`src/rtl/assert_macros.svh`:
```
// Shared assertion macros for the hasher RTL.
`ifndef ASSERT_MACROS_SVH
`define ASSERT_MACROS_SVH

// Same-cycle implication, checked out of reset.
`define ASSERT_IMPLIES(label, clk, rst_n, ante, cons) \
    label: assert property (@(posedge clk) disable iff (!(rst_n)) (ante) |-> (cons)) \
        else $error("implication check failed");

// Next-cycle implication, checked out of reset.
`define ASSERT_NEXT(label, clk, rst_n, ante, cons) \
    label: assert property (@(posedge clk) disable iff (!(rst_n)) (ante) |=> (cons)) \
        else $error("next-cycle check failed");

`endif

```
`src/rtl/sha_pkg.sv`:
```
`default_nettype none

package sha_pkg;

    typedef logic [31:0] t_word;

    localparam int unsigned NumRounds = 64;
    localparam int unsigned NumHash   = 8;

    // Round constants.
    function automatic t_word k_const(input logic [5:0] idx);
        t_word k;
        case (idx)
            6'd0:  k = 32'h428a2f98;  6'd1:  k = 32'h71374491;
            6'd2:  k = 32'hb5c0fbcf;  6'd3:  k = 32'he9b5dba5;
            6'd4:  k = 32'h3956c25b;  6'd5:  k = 32'h59f111f1;
            6'd6:  k = 32'h923f82a4;  6'd7:  k = 32'hab1c5ed5;
            6'd8:  k = 32'hd807aa98;  6'd9:  k = 32'h12835b01;
            6'd10: k = 32'h243185be;  6'd11: k = 32'h550c7dc3;
            6'd12: k = 32'h72be5d74;  6'd13: k = 32'h80deb1fe;
            6'd14: k = 32'h9bdc06a7;  6'd15: k = 32'hc19bf174;
            6'd16: k = 32'he49b69c1;  6'd17: k = 32'hefbe4786;
            6'd18: k = 32'h0fc19dc6;  6'd19: k = 32'h240ca1cc;
            6'd20: k = 32'h2de92c6f;  6'd21: k = 32'h4a7484aa;
            6'd22: k = 32'h5cb0a9dc;  6'd23: k = 32'h76f988da;
            6'd24: k = 32'h983e5152;  6'd25: k = 32'ha831c66d;
            6'd26: k = 32'hb00327c8;  6'd27: k = 32'hbf597fc7;
            6'd28: k = 32'hc6e00bf3;  6'd29: k = 32'hd5a79147;
            6'd30: k = 32'h06ca6351;  6'd31: k = 32'h14292967;
            6'd32: k = 32'h27b70a85;  6'd33: k = 32'h2e1b2138;
            6'd34: k = 32'h4d2c6dfc;  6'd35: k = 32'h53380d13;
            6'd36: k = 32'h650a7354;  6'd37: k = 32'h766a0abb;
            6'd38: k = 32'h81c2c92e;  6'd39: k = 32'h92722c85;
            6'd40: k = 32'ha2bfe8a1;  6'd41: k = 32'ha81a664b;
            6'd42: k = 32'hc24b8b70;  6'd43: k = 32'hc76c51a3;
            6'd44: k = 32'hd192e819;  6'd45: k = 32'hd6990624;
            6'd46: k = 32'hf40e3585;  6'd47: k = 32'h106aa070;
            6'd48: k = 32'h19a4c116;  6'd49: k = 32'h1e376c08;
            6'd50: k = 32'h2748774c;  6'd51: k = 32'h34b0bcb5;
            6'd52: k = 32'h391c0cb3;  6'd53: k = 32'h4ed8aa4a;
            6'd54: k = 32'h5b9cca4f;  6'd55: k = 32'h682e6ff3;
            6'd56: k = 32'h748f82ee;  6'd57: k = 32'h78a5636f;
            6'd58: k = 32'h84c87814;  6'd59: k = 32'h8cc70208;
            6'd60: k = 32'h90befffa;  6'd61: k = 32'ha4506ceb;
            6'd62: k = 32'hbef9a3f7;  6'd63: k = 32'hc67178f2;
            default: k = 32'h0;
        endcase
        return k;
    endfunction

    // Initial chaining values.
    function automatic t_word iv_const(input logic [2:0] idx);
        t_word h;
        case (idx)
            3'd0: h = 32'h6a09e667;
            3'd1: h = 32'hbb67ae85;
            3'd2: h = 32'h3c6ef372;
            3'd3: h = 32'ha54ff53a;
            3'd4: h = 32'h510e527f;
            3'd5: h = 32'h9b05688c;
            3'd6: h = 32'h1f83d9ab;
            3'd7: h = 32'h5be0cd19;
            default: h = 32'h0;
        endcase
        return h;
    endfunction

    function automatic t_word big_sigma0(input t_word x);
        return {x[1:0], x[31:2]} ^ {x[12:0], x[31:13]} ^ {x[21:0], x[31:22]};
    endfunction

    function automatic t_word big_sigma1(input t_word x);
        return {x[5:0], x[31:6]} ^ {x[10:0], x[31:11]} ^ {x[24:0], x[31:25]};
    endfunction

    function automatic t_word small_sigma0(input t_word x);
        return {x[6:0], x[31:7]} ^ {x[17:0], x[31:18]} ^ {3'b000, x[31:3]};
    endfunction

    function automatic t_word small_sigma1(input t_word x);
        return {x[16:0], x[31:17]} ^ {x[18:0], x[31:19]} ^ {10'b0, x[31:10]};
    endfunction

endpackage

`default_nettype wire

```
`src/rtl/sha256_stream_hasher.sv`:
```
// Byte beat: taken while buffering; a filled 64-byte block then stalls input for
// a chaining read, 64 rounds at one per cycle and a chaining write-back.
// End mark: padding bytes (1..64 per block) are shifted in, one or two block compressions,
// then 8 digest beats, each read, presented and accepted (i_out_stall holds the accept).
// A pass through ST_INIT then rewrites the initial values before the next beat.
// Reset (synchronous, active low) runs that same initialization pass.
`default_nettype none
`include "assert_macros.svh"

module sha256_stream_hasher import sha_pkg::*; (
    input  wire logic        i_clk,
    input  wire logic        i_rst_n,
    input  wire logic        i_in_valid,
    output logic             o_in_stall,
    input  wire logic        i_has_byte,
    input  wire logic [7:0]  i_data_byte,
    input  wire logic        i_end_of_message,
    output logic             o_out_valid,
    input  wire logic        i_out_stall,
    output logic [31:0]      o_digest_word,
    output logic [2:0]       o_word_index,
    output logic             o_last_word
);

    localparam logic [2:0] ST_INIT  = 3'd0;
    localparam logic [2:0] ST_IDLE  = 3'd1;
    localparam logic [2:0] ST_PAD   = 3'd2;
    localparam logic [2:0] ST_LOAD  = 3'd3;
    localparam logic [2:0] ST_ROUND = 3'd4;
    localparam logic [2:0] ST_ADD   = 3'd5;
    localparam logic [2:0] ST_OUT   = 3'd6;

    // Control state
    logic [2:0]  r_state;
    logic [3:0]  r_cnt;
    logic [5:0]  r_round;
    logic [5:0]  r_count;
    logic [63:0] r_len;
    logic        r_pad;
    logic        r_marked;
    logic        r_len_blk;
    logic        r_final;
    logic [2:0]  r_oidx;
    logic        r_rd_ok;
    logic        r_ovalid;

    // Datapath state
    logic [511:0] r_buf;
    t_word        r_v [NumHash];
    t_word        r_chain_mem [NumHash];
    t_word        r_rdata;
    t_word        r_dword;
    logic         r_last;

    logic         in_acc;
    logic         out_acc;
    logic [7:0]   pad_byte;
    t_word        sched_w;
    t_word        round_wi;
    t_word        round_t1;
    t_word        round_t2;
    logic [2:0]   rd_addr;
    logic         wr_en;
    logic [2:0]   wr_addr;
    t_word        wr_data;

    assign in_acc  = i_in_valid && (r_state == ST_IDLE);
    assign out_acc = r_ovalid && !i_out_stall;

    assign o_in_stall    = (r_state != ST_IDLE);
    assign o_out_valid   = r_ovalid;
    assign o_digest_word = r_dword;
    assign o_word_index  = r_oidx;
    assign o_last_word   = r_last;

    // Padding byte: marker, zeros, then big-endian bit count in the last eight slots
    always_comb begin
        if (!r_marked) begin
            pad_byte = 8'h80;
        end else if (r_len_blk && (r_count[5:3] == 3'b111)) begin
            pad_byte = r_len[{~r_count[2:0], 3'b000} +: 8];
        end else begin
            pad_byte = 8'h00;
        end
    end

    // Schedule word and round sums
    assign sched_w  = r_buf[511:480] + small_sigma0(r_buf[479:448])
                    + r_buf[223:192] + small_sigma1(r_buf[63:32]);
    assign round_wi = (r_round < 6'd16) ? r_buf[511:480] : sched_w;
    assign round_t1 = r_v[7] + big_sigma1(r_v[4])
                    + ((r_v[4] & r_v[5]) ^ (~r_v[4] & r_v[6]))
                    + k_const(r_round) + round_wi;
    assign round_t2 = big_sigma0(r_v[0])
                    + ((r_v[0] & r_v[1]) ^ (r_v[0] & r_v[2]) ^ (r_v[1] & r_v[2]));

    // Chaining memory port steering
    always_comb begin
        rd_addr = r_oidx;
        wr_en   = 1'b0;
        wr_addr = r_cnt[2:0];
        wr_data = iv_const(r_cnt[2:0]);
        case (r_state)
            ST_INIT: begin
                wr_en = 1'b1;
            end
            ST_LOAD: begin
                rd_addr = r_cnt[2:0];
            end
            ST_ADD: begin
                rd_addr = r_cnt[2:0];
                wr_en   = (r_cnt != 4'd0);
                wr_addr = 3'(r_cnt - 4'd1);
                wr_data = r_rdata + r_v[0];
            end
            default: begin
                rd_addr = r_oidx;
            end
        endcase
    end

    // Chaining memory: one write, one registered read
    always_ff @(posedge i_clk) begin
        if (wr_en) begin
            r_chain_mem[wr_addr] <= wr_data;
        end
        r_rdata <= r_chain_mem[rd_addr];
    end

    // Sequencer
    always_ff @(posedge i_clk) begin
        if (!i_rst_n) begin
            r_state   <= ST_INIT;
            r_cnt     <= '0;
            r_round   <= '0;
            r_count   <= '0;
            r_len     <= '0;
            r_pad     <= 1'b0;
            r_marked  <= 1'b0;
            r_len_blk <= 1'b0;
            r_final   <= 1'b0;
            r_oidx    <= '0;
            r_rd_ok   <= 1'b0;
            r_ovalid  <= 1'b0;
        end else begin
            case (r_state)
                ST_INIT: begin
                    r_count   <= '0;
                    r_len     <= '0;
                    r_pad     <= 1'b0;
                    r_marked  <= 1'b0;
                    r_len_blk <= 1'b0;
                    r_final   <= 1'b0;
                    r_cnt     <= r_cnt + 4'd1;
                    if (r_cnt == 4'd7) begin
                        r_cnt   <= '0;
                        r_state <= ST_IDLE;
                    end
                end
                ST_IDLE: begin
                    if (in_acc) begin
                        if (i_has_byte) begin
                            r_count <= r_count + 6'd1;
                            r_len   <= r_len + 64'd8;
                        end
                        if (i_has_byte && (r_count == 6'd63)) begin
                            r_pad   <= i_end_of_message;
                            r_cnt   <= '0;
                            r_state <= ST_LOAD;
                        end else if (i_end_of_message) begin
                            r_pad   <= 1'b1;
                            r_state <= ST_PAD;
                        end
                    end
                end
                ST_PAD: begin
                    r_count <= r_count + 6'd1;
                    if (!r_marked) begin
                        r_marked  <= 1'b1;
                        r_len_blk <= (r_count <= 6'd55);
                    end
                    // block full: compress, final if the length went in
                    if (r_count == 6'd63) begin
                        r_final   <= r_marked && r_len_blk;
                        r_len_blk <= 1'b1;
                        r_cnt     <= '0;
                        r_state   <= ST_LOAD;
                    end
                end
                ST_LOAD: begin
                    r_cnt <= r_cnt + 4'd1;
                    if (r_cnt == 4'd8) begin
                        r_cnt   <= '0;
                        r_round <= '0;
                        r_state <= ST_ROUND;
                    end
                end
                ST_ROUND: begin
                    r_round <= r_round + 6'd1;
                    if (r_round == 6'(NumRounds - 1)) begin
                        r_cnt   <= '0;
                        r_state <= ST_ADD;
                    end
                end
                ST_ADD: begin
                    r_cnt <= r_cnt + 4'd1;
                    if (r_cnt == 4'd8) begin
                        r_cnt <= '0;
                        if (r_final) begin
                            r_oidx  <= '0;
                            r_rd_ok <= 1'b0;
                            r_state <= ST_OUT;
                        end else if (r_pad) begin
                            r_state <= ST_PAD;
                        end else begin
                            r_state <= ST_IDLE;
                        end
                    end
                end
                ST_OUT: begin
                    if (out_acc) begin
                        r_ovalid <= 1'b0;
                        r_rd_ok  <= 1'b0;
                        r_oidx   <= r_oidx + 3'd1;
                        if (r_last) begin
                            r_cnt   <= '0;
                            r_state <= ST_INIT;
                        end
                    end else if (!r_ovalid) begin
                        if (r_rd_ok) begin
                            r_ovalid <= 1'b1;
                        end else begin
                            r_rd_ok <= 1'b1;
                        end
                    end
                end
                default: begin
                    r_state <= ST_INIT;
                end
            endcase
        end
    end

    // Block buffer, working variables and output payload
    always_ff @(posedge i_clk) begin
        case (r_state)
            ST_IDLE: begin
                if (in_acc && i_has_byte) begin
                    r_buf <= {r_buf[503:0], i_data_byte};
                end
            end
            ST_PAD: begin
                r_buf <= {r_buf[503:0], pad_byte};
            end
            ST_LOAD: begin
                // shift chaining words in, entry 0 ends up in slot 0
                if (r_cnt != 4'd0) begin
                    for (int i = 0; i < NumHash - 1; i++) begin
                        r_v[i] <= r_v[i + 1];
                    end
                    r_v[NumHash - 1] <= r_rdata;
                end
            end
            ST_ROUND: begin
                r_buf  <= {r_buf[479:0], round_wi};
                r_v[7] <= r_v[6];
                r_v[6] <= r_v[5];
                r_v[5] <= r_v[4];
                r_v[4] <= r_v[3] + round_t1;
                r_v[3] <= r_v[2];
                r_v[2] <= r_v[1];
                r_v[1] <= r_v[0];
                r_v[0] <= round_t1 + round_t2;
            end
            ST_ADD: begin
                // rotate so the next word to add sits in slot 0
                if (r_cnt != 4'd0) begin
                    for (int i = 0; i < NumHash - 1; i++) begin
                        r_v[i] <= r_v[i + 1];
                    end
                    r_v[NumHash - 1] <= r_v[0];
                end
            end
            ST_OUT: begin
                if (!r_ovalid && r_rd_ok) begin
                    r_dword <= r_rdata;
                    r_last  <= (r_oidx == 3'd7);
                end
            end
            default: begin
                r_last <= r_last;
            end
        endcase
    end

    `ASSERT_IMPLIES(a_out_only_in_out, i_clk, i_rst_n, r_ovalid, r_state == ST_OUT)
    `ASSERT_IMPLIES(a_write_in_init_add, i_clk, i_rst_n, wr_en, (r_state == ST_INIT) || (r_state == ST_ADD))
    `ASSERT_NEXT(a_last_then_init, i_clk, i_rst_n, out_acc && r_last, r_state == ST_INIT)
    `ASSERT_IMPLIES(a_final_after_mark, i_clk, i_rst_n, r_final, r_marked && r_pad)

endmodule

`default_nettype wire
```
`config.mk`:
```
export PLATFORM = sky130hd
export DESIGN_NAME = sha256_stream_hasher
export DESIGN_NICKNAME = d
export VERILOG_FILES = /design/src/rtl/sha_pkg.sv /design/src/rtl/sha256_stream_hasher.sv
export VERILOG_INCLUDE_DIRS = /design/src /design/src/rtl
export SDC_FILE = /design/constraint.sdc
export NUM_CORES = 2
export LEC_CHECK = 0
export BUFFER_PORTS_ARGS = -buffer_cell sky130_fd_sc_hd__buf_2
export CAP_MARGIN = 20
export CELL_PAD_IN_SITES_DETAIL_PLACEMENT = 0
export CELL_PAD_IN_SITES_GLOBAL_PLACEMENT = 1
export CORE_ASPECT_RATIO = 0.7
export CORE_UTILIZATION = 55
export DETAILED_ROUTE_END_ITERATION = 6
export PLACE_DENSITY = 0.87
export RECOVER_POWER = 50
export SYNTH_ARGS = -nofsm -noshare
export SYNTH_HDL_FRONTEND = slang
export SYNTH_SLANG_ARGS = --single-unit
```
`constraint.sdc`:
```
create_clock -name i_clk -period 92 [get_ports i_clk]
set_input_delay 9.2 -clock i_clk [delete_from_list [all_inputs] [get_ports i_clk]]
set_output_delay 9.2 -clock i_clk [all_outputs]
set_load 0.1 [all_outputs]
```
# After elaboration in Yosys (flattened, before gate mapping)
# Memory sizes are Yosys's and may differ from the RTL's. A register that Yosys moved wholly into a read port is not among the register bits.
# Index checks and enable logic that the tools add are counted.
# word_totals
rom_bits	2296
regBits	637
elab_cells	222
out_inout_bits	38
ramBits	512
inputBits	14
n_memories	4
# op_classes
n_eq_ne	28
bitwise_logic	34
shift	1
n_reduce_logical	31
muxes	90
order_cmp	2
add_sub_neg	17
# mem_list
memory	words	width	rd	rd_ports_with_merged_regs	wr	line_no	rtl
(name not given)	64	32	1	1	0	sha_pkg.sv:13	case (idx)
r_chain_mem	8	32	1	1	1	sha256_stream_hasher.sv:50	t_word r_chain_mem [NumHash];
r_v	8	32	8	0	8	sha256_stream_hasher.sv:49	t_word r_v [NumHash];
(name not given)	8	31	1	1	0	sha_pkg.sv:54	case (idx)
# op_table
cell	count
case mux 512 bit (3 select lines)	1
2-to-1 mux 32 bit	18
2-to-1 mux 512 bit	1
adder 32 bit	11
bitwise XOR 32 bit	9
bitwise AND 32 bit	5
2-to-1 mux 64 bit	2
case mux 64 bit (2 select lines)	1
adder 64 x 4 -> 64 bit, second input constant	1
variable part select 64 x 7 -> 8 bit	1
2-to-1 mux 3 bit	18
2-to-1 mux 4 bit	8
NOT 32 bit	1
bitwise XOR 32 x 22 -> 32 bit	1
bitwise XOR 32 x 29 -> 32 bit	1
2-to-1 mux 6 bit	5
case mux 4 bit (6 select lines)	1
2-to-1 mux 1 bit	22
case mux 3 bit (7 select lines)	1
!= test 2 bit, second input constant	10
case mux 6 bit (3 select lines)	1
2-to-1 mux 8 bit	2
bitwise OR 1 bit	16
equality test 3 bit, second input constant	5
other kinds (33)	61

# Logic depth before layout (Yosys ltp)
# depth
ltp_word	10
ltp_mapped	45
mapped_depth_nobuf	44

# Least setup slack after synthesis
# OpenSTA, ideal clock, no wires.
# synth_timing
path_type	input -> register
start	in i_in_valid
end	reg r_buf[0] (enable)
required_ps	89899
path_buffers	0
slack_ps	44877
setup_time_ps	2101
stages	2
arrival_ps	45022
path_cell_list	nand2_1 o21ai_0
# synth_via
elab_chain_cells	4
# synth_rtl
item	line_no	rtl
from (decl)	sha256_stream_hasher.sv:13	input wire logic i_in_valid,
logical AND 1 bit	sha256_stream_hasher.sv:67	assign in_acc = i_in_valid && (r_state == ST_IDLE);
logical AND 1 bit	sha256_stream_hasher.sv:248	if (in_acc && i_has_byte) begin
!= test 2 x 1 -> 1 bit (no line)	n/a	
AND reduction 2 bit (no line)	n/a	
to (signal assigned)	sha256_stream_hasher.sv:249	r_buf <= {r_buf[503:0], i_data_byte};
to (signal assigned)	sha256_stream_hasher.sv:253	r_buf <= {r_buf[503:0], pad_byte};
to (signal assigned)	sha256_stream_hasher.sv:265	r_buf <= {r_buf[479:0], round_wi};
to (decl)	sha256_stream_hasher.sv:48	logic [511:0] r_buf;
# Every way passes these cells.
# A chain may end at the register's enable or synchronous reset.

# Worst setup path in the final report
# layout_timing
start	reg r_state[1]
end	reg r_buf[25], data pin
# layout_via
elab_chain_cells	2
elab_cells_between_ends	4
classes_between	eq/ne (3); mux (1)
# layout_rtl
item	line_no	rtl
from (decl)	sha256_stream_hasher.sv:34	logic [2:0] r_state;
from (signal assigned)	sha256_stream_hasher.sv:133	r_state <= ST_INIT;
from (signal assigned)	sha256_stream_hasher.sv:157	r_state <= ST_IDLE;
from (signal assigned)	sha256_stream_hasher.sv:169	r_state <= ST_LOAD;
equality test 3 bit (tied with other cells)	sha256_stream_hasher.sv:246	case (r_state)
case mux 512 bit (3 select lines) (*)	sha256_stream_hasher.sv:246	
# Mark *: on every way between the ends. The rest lies on a longest branch, timed or not.

==> out/metrics.yaml <==
cts_tree: "yes"
grt_max_degree: 200
hold_end: "r_len[12]"
power-per-cell-area_nw_per_um2: 40.9
root_buffer: "clkbuf_16"
initial_utilization_pct: 55.9
grt_antenna_before_repair: 7
timing.rr.end: "r_buf[25]"
synthesis.nets: 7177
remaining_drc_errors: 0
status: "complete, but fails checks"
critical_path_class: "flip-flop to flip-flop"
path_max_fanout: 199
synth.distinct_cells: 93
ys_top_cells_by_count: "nand2_1 (2155), edfxtp_1 (1057), clkbuf_1 (370)"
fmax_mhz: 64.4
rsz0062_at_grt: "no"
worstHoldPathCells: 2
finalSetupViolations: 0
grt_pass1_vias: 46231
wirelength_um: 194000
fin_crit_sh_pct: 16.9
worst_pin_slew_ns: 9.00
ios: 52
synth_flop_cell: "edfxtp_1"
via_per_inst: 5.95
rows: 107
drive_gt1_share_pct: 7.03
r2r_slack_ns: 76.48
yosysMostFrequentCell: "nand2_1"
dieArea_um2: 126000
violations: "capacitance limit, slew limit"
numCtsBuffers: 121
yosysTopAreaCell: "edfxtp_1"
finalWeightedCongestion: 1.02
cap_violations: 28
r2r_cells: 7
htreeDepth: 3
vdd_ir_drop_max_uv: 44.8
synth_async_sr_flop_share_pct: 0
synth_top_area_share_pct: 46.3
drt-wirelength-per-cell_um: 23.2
yosysWarnings: 0
firstDrtPassIters: 7
crit_arrival_ns: 15.87
cts.sinks: 1240
cts_buffer_depth: 3
crit-reg2reg-launch: "r_state[1]"
endpoint_kind: "flip-flop"
cp.required_ns: 92.35
avgSynthCellArea_um2: 10.1
core-area_um2: 123000
cts_resized: 0
syn_area_um2: 68600
die_w_um: 424
synthTopCellsByArea: "edfxtp_1 (46%), nand2_1 (12%), fa_1 (5.5%)"
start_kind: "flip-flop"
cts_hold_buf: 0
dp_hpwl_um: 136000
fin_nets: 7024
antenna_left: 0
hold_class: "flip-flop to flip-flop"
synth_edf_count: 1057
clock_latency_ns: 0.78
p_leak_nw: 29.4
relSlewSlack_pct: -500
slew_violations: 1945
synth-seq-area-share_pct: 51.6
cts.clk_slew.worst_paths_ns: 0.07
timing.hold.ws_ns: 0.513
track_usage_pct: 30.5
hold_viol: 0
finalSetupTns_ns: 0
vias: 49826
ys_seq_elements: 1240
fin_worst_skew_ns: 0.0387
post_cts_buffers: 0
first_iter_violations: 6637
min_from: "r_len[12]"
portBuffers: 51
grt_pass1_wl_um: 291000
grt-ovfl-total: 0
post-route-min-period_ns: 15.52
syn_inst: 6789
area_growth_pct: 8.02
nFillCells: 10215
die_y_um: 297
state kept, by name, indices dropped and copies added (netlist names), 3 cells and up, named ones only:
register       flops
r_len             61
r_cnt              4
r_count            6
r_round            6
r_rdata           32
r_chain_mem      256
r_v              256
o_digest_word     32
r_buf            512
o_word_index       3
r_state            3
worst max path at each step:
stage,startpoint,endpoint,cells past startpoint
finish,r_state[1],r_buf[25],7
global route,r_state[1],r_buf[25],7
CTS,i_rst_n,flip-flop,10
detailed placement,i_rst_n,flip-flop,10
global placement,i_rst_n,flip-flop,10
floorplan,i_in_valid,r_buf[0],2
metrics by stage:
stage	power (W)	worst slack, ns	util [%]	cells	instance area [um^2]
floorplan	0.00219	44.88	-	6789	68600
global route	0.00323	74.96	60.4	8374	74100
global placement	0.00244	79.01	57.2	8134	70100
finish	0.00303	76.48	60.4	8377	74100
CTS	0.00299	79.88	60.5	8364	74200
detailed placement	0.00246	79.05	57.2	8138	70100
cell usage in the layout (no fill, tap or decap), types with 74 or more instances in the layout:
cell type  synthesis  final
a31oi_1           74     74
a21oi_1          229    225
dfxtp_1          183    183
nand2_1         2155   2153
clkbuf_16          0    121
xor2_1           162    162
ha_1             186    186
fa_1             188    188
mux4_2            77     77
xnor2_1          282    282
inv_1            357    357
edfxtp_1        1057   1057
nor2_1           271    264
o21ai_0          367    363
a21o_1            87     87
where the power goes:
part | leakage, nW | switching [W] | total, W | internal (W)
registers | 11.1 | 0.0000753 | 0.000827 | 0.000751
logic | 16.3 | 0.00101 | 0.00168 | 0.000672
clock network | 1.95 | 0.000231 | 0.000516 | 0.000285
total | 29.4 | 0.00132 | 0.00303 | 0.00171
cell families after synthesis:
family	after synthesis	synth area share (%)
simple gates	2715	15.9
flops	1240	51.6
compound gates	1047	9.31
buf+inv	773	4.26
xor+xnor	444	5.67
fa+ha+maj	404	9.32
mux	166	3.91
layout make-up:
cell class              instances  area [um^2]  share of cell area, %
clock inverters                76          777                   1.05
diodes                          3         7.51                 0.0101
well taps                    1635         2050                   2.76
repair buffers                136          831                   1.12
multi-input cells            4776        30400                   41.0
clock buffers                 150         3280                   4.42
flip-flops and latches       1240        35400                   47.8
inverters                     361         1360                   1.83
worst max-delay path, stage by stage, from the launching register on:
cell      delay (ns)
dfxtp_1         0.69
nor2b_1         0.19
nand2b_1        1.46
clkbuf_1        5.93
clkbuf_1        0.59
clkbuf_1        2.98
clkbuf_1        2.40
o21ai_0         0.60
per-layer routing:
layer  vias to the layer above  GRT usage (%)  wire length, um
li1                      22791              -                -
met1                     24485           48.6            88100
met2                      2307           39.8            77100
met3                       239           10.2            25900
met4                         4           5.74             3340
met5                         -              0               26
No activity file was read; power rests on OpenSTA's default activity.
